### config.mk
export PLATFORM = sky130hd
export DESIGN_NAME = telemetry_line_crc_trailer
export DESIGN_NICKNAME = d
export VERILOG_FILES = /design/src/rtl/core/tlct_pkg.sv /design/src/rtl/core/tlct_crc_update.sv /design/src/rtl/core/tlct_trailer_seq.sv /design/src/rtl/core/telemetry_line_crc_trailer.sv
export SDC_FILE = /design/constraint.sdc
export NUM_CORES = 1
export LEC_CHECK = 0
export BUFFER_PORTS_ARGS = -buffer_cell sky130_fd_sc_hd__buf_2
export CAP_MARGIN = 20
export CORE_MARGIN = 1
export CORE_UTILIZATION = 40
export CTS_CLUSTER_DIAMETER = 60
export CTS_CLUSTER_SIZE = 8
export DETAILED_ROUTE_END_ITERATION = 8
export PLACE_DENSITY = 0.59
export SETUP_SLACK_MARGIN = 0.4
export SLEW_MARGIN = 40
export SYNTH_ARGS = -nofsm -noshare
export SYNTH_HDL_FRONTEND = slang
export SYNTH_HIERARCHICAL = 1
export SYNTH_SLANG_ARGS = --single-unit
### constraint.sdc
create_clock -name clk -period 7.3 [get_ports clk]
set_clock_uncertainty 0.2 [all_clocks]
set_input_delay 1.46 -clock clk [delete_from_list [all_inputs] [get_ports clk]]
set_output_delay 1.46 -clock clk [all_outputs]
set_load 0.01 [all_outputs]
### src/rtl/core/tlct_pkg.sv
// ----------------------------------------------------------------------------
// tlct_pkg
// shared types, constants and functions of the telemetry line crc trailer
// ----------------------------------------------------------------------------
package tlct_pkg;

  // header characters skipped before the crc starts, by default
  localparam int HeaderSkipDefault = 2;

  // crc-16/ccitt-false
  localparam logic [15:0] CRC_SEED = 16'hFFFF;
  localparam logic [15:0] CRC_POLY = 16'h1021;

  // trailer characters
  localparam logic [7:0] CHAR_STAR    = 8'h2A;
  localparam logic [7:0] CHAR_NEWLINE = 8'h0A;
  localparam logic [7:0] CHAR_NUL     = 8'h00;

  // uppercase hex digit table
  localparam logic [7:0] HEX_DIGITS [16] = '{
    8'h30, 8'h31, 8'h32, 8'h33, 8'h34, 8'h35, 8'h36, 8'h37,
    8'h38, 8'h39, 8'h41, 8'h42, 8'h43, 8'h44, 8'h45, 8'h46
  };

  // output phase of one request: the character, then the trailer
  typedef enum logic [2:0] {
    PH_CHAR,
    PH_STAR,
    PH_HEX3,
    PH_HEX2,
    PH_HEX1,
    PH_HEX0,
    PH_NEWLINE,
    PH_TERM
  } phase_t;

  // one accepted character with the crc after it
  typedef struct packed {
    logic [7:0]  data;
    logic        last;
    logic [15:0] crc;
  } line_item_t;

  function automatic logic [7:0] hex_char(logic [3:0] nibble);
    return HEX_DIGITS[nibble];
  endfunction

  // eight msb-first bit steps of one byte
  function automatic logic [15:0] crc_feed(logic [15:0] crc, logic [7:0] data);
    logic [15:0] c;
    c = crc ^ {data, 8'h00};
    for (int k = 0; k < 8; k++) begin
      c = c[15] ? ({c[14:0], 1'b0} ^ CRC_POLY) : {c[14:0], 1'b0};
    end
    return c;
  endfunction

endpackage

### src/rtl/core/tlct_crc_update.sv
// ----------------------------------------------------------------------------
// tlct_crc_update
// running crc and header counter, updated on every accepted character
// ----------------------------------------------------------------------------
module tlct_crc_update
  import tlct_pkg::*;
#(
  parameter int HEADER_SKIP = HeaderSkipDefault
) (
  input  logic       clk,
  input  logic       rst,
  input  logic       accept,
  input  logic [7:0] data,
  input  logic       last,
  output line_item_t item
);

  localparam logic [1:0] SKIP = HEADER_SKIP[1:0];

  logic [15:0] crc_reg;
  logic [15:0] crc_reg_next;
  logic [1:0]  header_count;
  logic [1:0]  header_count_next;
  logic        in_header;
  logic [15:0] crc_after;

  assign in_header = header_count < SKIP;
  assign crc_after = in_header ? crc_reg : crc_feed(crc_reg, data);

  assign item.data = data;
  assign item.last = last;
  assign item.crc  = crc_after;

  always_comb begin
    crc_reg_next      = crc_reg;
    header_count_next = header_count;
    if (accept) begin
      if (last) begin
        crc_reg_next      = CRC_SEED;
        header_count_next = 2'd0;
      end else if (in_header) begin
        header_count_next = header_count + 2'd1;
      end else begin
        crc_reg_next = crc_after;
      end
    end
  end

  always_ff @(posedge clk) begin
    if (rst) begin
      crc_reg      <= CRC_SEED;
      header_count <= 2'd0;
    end else begin
      crc_reg      <= crc_reg_next;
      header_count <= header_count_next;
    end
  end

  a_count_bound : assert property (@(posedge clk) disable iff (rst)
    header_count <= SKIP)
    else $error("header counter beyond skip length");

  a_line_restart : assert property (@(posedge clk) disable iff (rst)
    accept && last |=> crc_reg == CRC_SEED && header_count == 2'd0)
    else $error("crc state not restarted after line end");

  a_header_holds_crc : assert property (@(posedge clk) disable iff (rst)
    accept && in_header |=> crc_reg == CRC_SEED)
    else $error("crc moved during header");

endmodule

### src/rtl/core/tlct_trailer_seq.sv
// ----------------------------------------------------------------------------
// tlct_trailer_seq
// result register and trailer sequencer
// ----------------------------------------------------------------------------
module tlct_trailer_seq
  import tlct_pkg::*;
(
  input  logic       clk,
  input  logic       rst,
  input  logic       accept,
  input  line_item_t item,
  output logic       take_ready,
  output logic [7:0] frame_byte,
  output logic       frame_last,
  output logic       frame_valid,
  input  logic       frame_ready
);

  line_item_t held;
  logic       valid;
  logic       valid_next;
  phase_t     phase;
  phase_t     phase_next;
  logic       done;

  always_ff @(posedge clk) begin
    if (accept) begin
      held <= item;
    end
  end

  always_ff @(posedge clk) begin
    if (rst) begin
      valid <= 1'b0;
      phase <= PH_CHAR;
    end else begin
      valid <= valid_next;
      phase <= phase_next;
    end
  end

  always_comb begin
    frame_byte = CHAR_NUL;
    frame_last = 1'b0;
    unique case (phase)
      PH_CHAR:    frame_byte = held.data;
      PH_STAR:    frame_byte = CHAR_STAR;
      PH_HEX3:    frame_byte = hex_char(held.crc[15:12]);
      PH_HEX2:    frame_byte = hex_char(held.crc[11:8]);
      PH_HEX1:    frame_byte = hex_char(held.crc[7:4]);
      PH_HEX0:    frame_byte = hex_char(held.crc[3:0]);
      PH_NEWLINE: frame_byte = CHAR_NEWLINE;
      PH_TERM: begin
        frame_byte = CHAR_NUL;
        frame_last = 1'b1;
      end
      default:    frame_byte = CHAR_NUL;
    endcase

    done       = valid && frame_ready && (phase == PH_TERM || (phase == PH_CHAR && !held.last));
    take_ready = !valid || done;

    valid_next = valid;
    phase_next = phase;
    if (accept) begin
      valid_next = 1'b1;
      phase_next = PH_CHAR;
    end else if (done) begin
      valid_next = 1'b0;
      phase_next = PH_CHAR;
    end else if (valid && frame_ready) begin
      phase_next = phase_t'(phase + 3'd1);
    end
  end

  assign frame_valid = valid;

  a_trailer_needs_end : assert property (@(posedge clk) disable iff (rst)
    valid && phase != PH_CHAR |-> held.last)
    else $error("trailer phase on a character without line end");

  a_idle_phase : assert property (@(posedge clk) disable iff (rst)
    !valid |-> phase == PH_CHAR)
    else $error("sequencer idle outside character phase");

  a_hold_while_stalled : assert property (@(posedge clk) disable iff (rst)
    valid && !frame_ready |=> valid && $stable(frame_byte) && $stable(frame_last))
    else $error("result changed while stalled");

endmodule

### src/rtl/core/telemetry_line_crc_trailer.sv
// ----------------------------------------------------------------------------
// telemetry_line_crc_trailer
// passes telemetry line characters through and appends a crc-16 trailer
// ----------------------------------------------------------------------------
// output: a character is registered and appears on the output in the cycle after it is accepted
// throughput: one request per cycle while frame_ready is high; a line-end request
//   holds the output for its character, '*', four hex digits, newline and terminator
// reset: synchronous, clears the crc to ffff, the header counter to zero
//   and empties the result register
module telemetry_line_crc_trailer
  import tlct_pkg::*;
#(
  parameter int HEADER_SKIP = HeaderSkipDefault
) (
  input  logic       clk,
  input  logic       rst,
  // input characters
  input  logic       line_valid,
  output logic       line_ready,
  input  logic [7:0] line_byte,
  input  logic       line_end,
  // framed output
  output logic       frame_valid,
  input  logic       frame_ready,
  output logic [7:0] frame_byte,
  output logic       frame_last
);

  logic       accept;
  line_item_t item;

  // a request is taken whenever the result register is empty or drains now
  assign accept = line_valid && line_ready;

  // crc and header counter; the crc after this character travels with it
  tlct_crc_update #(
    .HEADER_SKIP(HEADER_SKIP)
  ) u_crc (
    .clk   (clk),
    .rst   (rst),
    .accept(accept),
    .data  (line_byte),
    .last  (line_end),
    .item  (item)
  );

  // result register, then trailer characters on a line end
  tlct_trailer_seq u_seq (
    .clk        (clk),
    .rst        (rst),
    .accept     (accept),
    .item       (item),
    .take_ready (line_ready),
    .frame_byte (frame_byte),
    .frame_last (frame_last),
    .frame_valid(frame_valid),
    .frame_ready(frame_ready)
  );

endmodule

==> key figures <==
Logic synthesis
  • Top-count cell post-synth: nor2_1
  • Sequential element share of the synthesized area: a little over two fifths
  • Mapped Area: around 0.0028 mm2
  • Syn Area/Cell: 9.87 um2
  • Post-synthesis cell count: around 280
  • Synth top area cells: edfxtp_1 27%, dfxtp_1 16%, ha_1 6.3%
  • Synth async-reset ratio: 0%
  • Top cell type's share of synthesized area: about 27%
  • FF+latch count, synth: between 40 and 50
  • Post-Synth Simple-Gate Area: between 10% and 20%
  • Xor/xnor share of the synthesized area: ~8.9%
  • Number of synthesized flops with an enable pin: 25
  • Adder-cell share of the synthesized area: approximately 6.3%
  • Most used DFF post-synth: edfxtp_1
  • Post-synth top cells: 30 x nor2_1, 25 x edfxtp_1, 22 x dfxtp_1
  • Syn Nets: between 300 and 400
  • Synth Warn #: 6
  • Main combinational cell family by area after synthesis: simple AND/OR/NAND/NOR gates
  • Post-synthesis mux area share: ~3.2%
  • Library cells used by synthesis: 50
  • Synth area leader: edfxtp_1
  • Compound-gate portion of the synthesized area: 15.3%

Timing
  • Setup TNS: 0 ns
  • Fin worst setup slack: between 2 and 3 ns
  • F_max: roughly 230 MHz
  • Unrepaired setup endpoints after global routing: no
  • Worst Tran Pin Value: slightly below 0.7 ns
  • Crit share post-route: 60.1%
  • Slew margin rel.: between 50% and 60%
  • Final Hold Fails: 0
  • Final Slew Violations: 0
  • Final setup vio count: 0
  • Final worst path period need: roughly 4.4 ns

Critical path
  • Slowest CP cell: dfxtp_1
  • Req. time, crit path: 5.64 ns
  • CP Data Arrival Time: roughly 2.7 ns
  • WP buf/inv: 2
  • Critical Path Start Type: flop
  • Crit Path Class: reg -> out
  • Worst-path cell chain: inv_1 -> ha_1 -> or3_4 -> nor3_1 -> nor3_1 -> a21oi_1 -> buf_2
  • Critical path fanouts, max: 14
  • Crit path max-delay family: simple AND/OR/NAND/NOR gates
  • Crit path largest cell delay: 0.57 ns
  • Crit path capture type: output port
  • Crit-path most repeated cell: nor3_1

Place
  • Port Buf Inserts: 23
  • DP HPWL: 4270 um
  • RD Place Congestion: approximately 0.83
  • Placed Cells: around 370
  • Worst slack, placed: around 3.3 ns

Outcome
  • Status: completed

Clock tree
  • Clock slew at reported path FFs: around 0.080 ns
  • H-Tree Depth: 2
  • Total CTS buffers: 5
  • CTS tree: built
  • Maximum clock insertion buffer count: 2
  • Root Buffer: clkbuf_8
  • PostCTS Resize Cnt: 0
  • Postcts setup bufs: 0
  • Clk_lat worst skew: approximately 0.3 ns
  • # clock sinks: 47
  • CTS Hold Buffers Added: 0

Global route
  • Number of global-route vias before repair: about 1800
  • GR Overflow Total: 0
  • First-pass GRT wire length: approximately 9000 um
  • Initial antenna violation count: 0
  • Largest net degree at the start of global routing: 34
  • All-layer global routing usage: between 10% and 20%

Power and ir drop
  • Power share of the sequential group: between 50% and 60%
  • Sw frac: 23.7%
  • Clock network power share: approximately a third
  • P_int: slightly above 400 uW
  • PwrDens: 181 mW/mm2
  • P_leak: ~1.1 nW
  • Psw: roughly 130 uW
  • Combinational Power Share: approximately 11%
  • Maximum VDD drop: 73.8 uV

Detailed routing
  • Wire per inst: 15.2 um
  • 1st-iter DRT viols: between 100 and 150
  • DRT antenna net count: 0
  • Post-Route WL: around 5700 um
  • Post-route DRC: 0
  • Mean number of vias per cell: roughly 5.4
  • TritonRoute pass-1 iters: 4
  • Routed via count: around 2000

Die
  • Rows: 30
  • Core Area: approximately 0.0068 mm2
  • Die area: between 0.007 and 0.008 mm2
  • Initial core utilization: 41.2%
  • # IOs: 24
  • Die width: around 85 um
  • Die Ht: roughly 85 um

Final layout
  • Layout cell share with drive strength beyond 1: around 17%
  • Number of nets in the layout: between 300 and 400
  • Final Util: 44.1%
  • Largest register FFs: 25
  • Fillcell total: ~660
  • Final Instance Count excl. Fillers: 374
  • Area Growth Syn to Fin: 7.15%
  • # diodes: 0

Min path
  • HP Class: reg -> reg

Run
  • Max Cap Viol: 0
-- power by group through the flow --
| stage | Combinational (mW) | Clock (mW) | Sequential, mW |
|---|---|---|---|
| global placement | 0.0605 | 0 | 0.298 |
| detailed placement | 0.0603 | 0 | 0.298 |
| floorplan | 0.0466 | 0 | 0.295 |
| CTS | 0.0609 | 0.191 | 0.292 |
| global route | 0.0669 | 0.201 | 0.293 |
| finish | 0.0607 | 0.186 | 0.292 |
-- per-layer routing --
metal / vias to the layer above / part of all wire [%] / track usage, %
met5: - / 0 / 0
met4: 0 / 1.0 / 5.15
met3: 6 / 4.2 / 3.60
met2: 44 / 46 / 26.1
met1: 962 / 49 / 22.4
li1: 1017 / - / -
-- logic make-up after synthesis --
group | Yosys count
buffers and inverters | 33
multiplexers | 8
XOR/XNOR | 25
AO/OA/AOI/OAI | 65
AND/OR/NAND/NOR | 90
adder cells (fa/ha/maj) | 14
flip-flops | 47
-- tightest hold or removal path: cells and delay by family, from the launching register on --
kind	cells	cell delay (ns)
and+or+nand+nor	1	0.07
DFF	1	0.35
AOI/OAI and AO/OA	1	0.06
-- path summary, 6_finish.rpt --
kind	from	endpoint	slack [ns]	depth (start not counted)
setup / recovery	u_seq/phase[2]	frame_byte[0]	2.91	7
hold / removal	u_seq/phase[1]	u_seq/phase[1]	0.32	2
setup reg to reg	u_seq/phase[2]	u_crc/crc_reg[3]	4.41	8
hold reg to reg	u_seq/phase[1]	u_seq/phase[1]	0.32	2
-- layout make-up --
class	count	area, um2	area share [%]
clock buffers	5	68.8	2.31
multi-input cells	202	1410	47.3
flip-flops and latches	47	1190	40.0
well taps	80	100	3.36
inverters	13	48.8	1.64
repair buffers	24	123	4.11
clock inverters	3	38.8	1.30
-- through the flow --
| step | hold slack [ns] | cell area [um2] | power [mW] |
|---|---|---|---|
| 2_1_floorplan | 0.268 | 2780 | 0.342 |
| 6_report | 0.316 | 2980 | 0.539 |
| 5_1_grt | 0.344 | 2980 | 0.561 |
| 4_1_cts | 0.317 | 2980 | 0.543 |
| 3_5_place_dp | 0.304 | 2880 | 0.358 |
| 3_3_place_gp | 0.287 | 2870 | 0.358 |
-- placed cells by master (no fill, tap or decap), drive strengths merged, types with 4 or more instances in the layout --
| master | n |
|---|---|
| ha | 14 |
| mux2 | 8 |
| inv | 13 |
| nor3 | 4 |
| clkbuf | 5 |
| edfxtp | 25 |
| o32a | 6 |
| nand3b | 6 |
| o21ai | 12 |
| o22ai | 9 |
| a21oi | 17 |
| xnor2 | 16 |
| dfxtp | 22 |
| nor2 | 30 |
| buf | 24 |
| xor2 | 9 |
| nand2b | 15 |
| a31oi | 4 |
| nand3 | 5 |
| nand2 | 13 |
No activity file was read; power rests on OpenSTA's default activity.
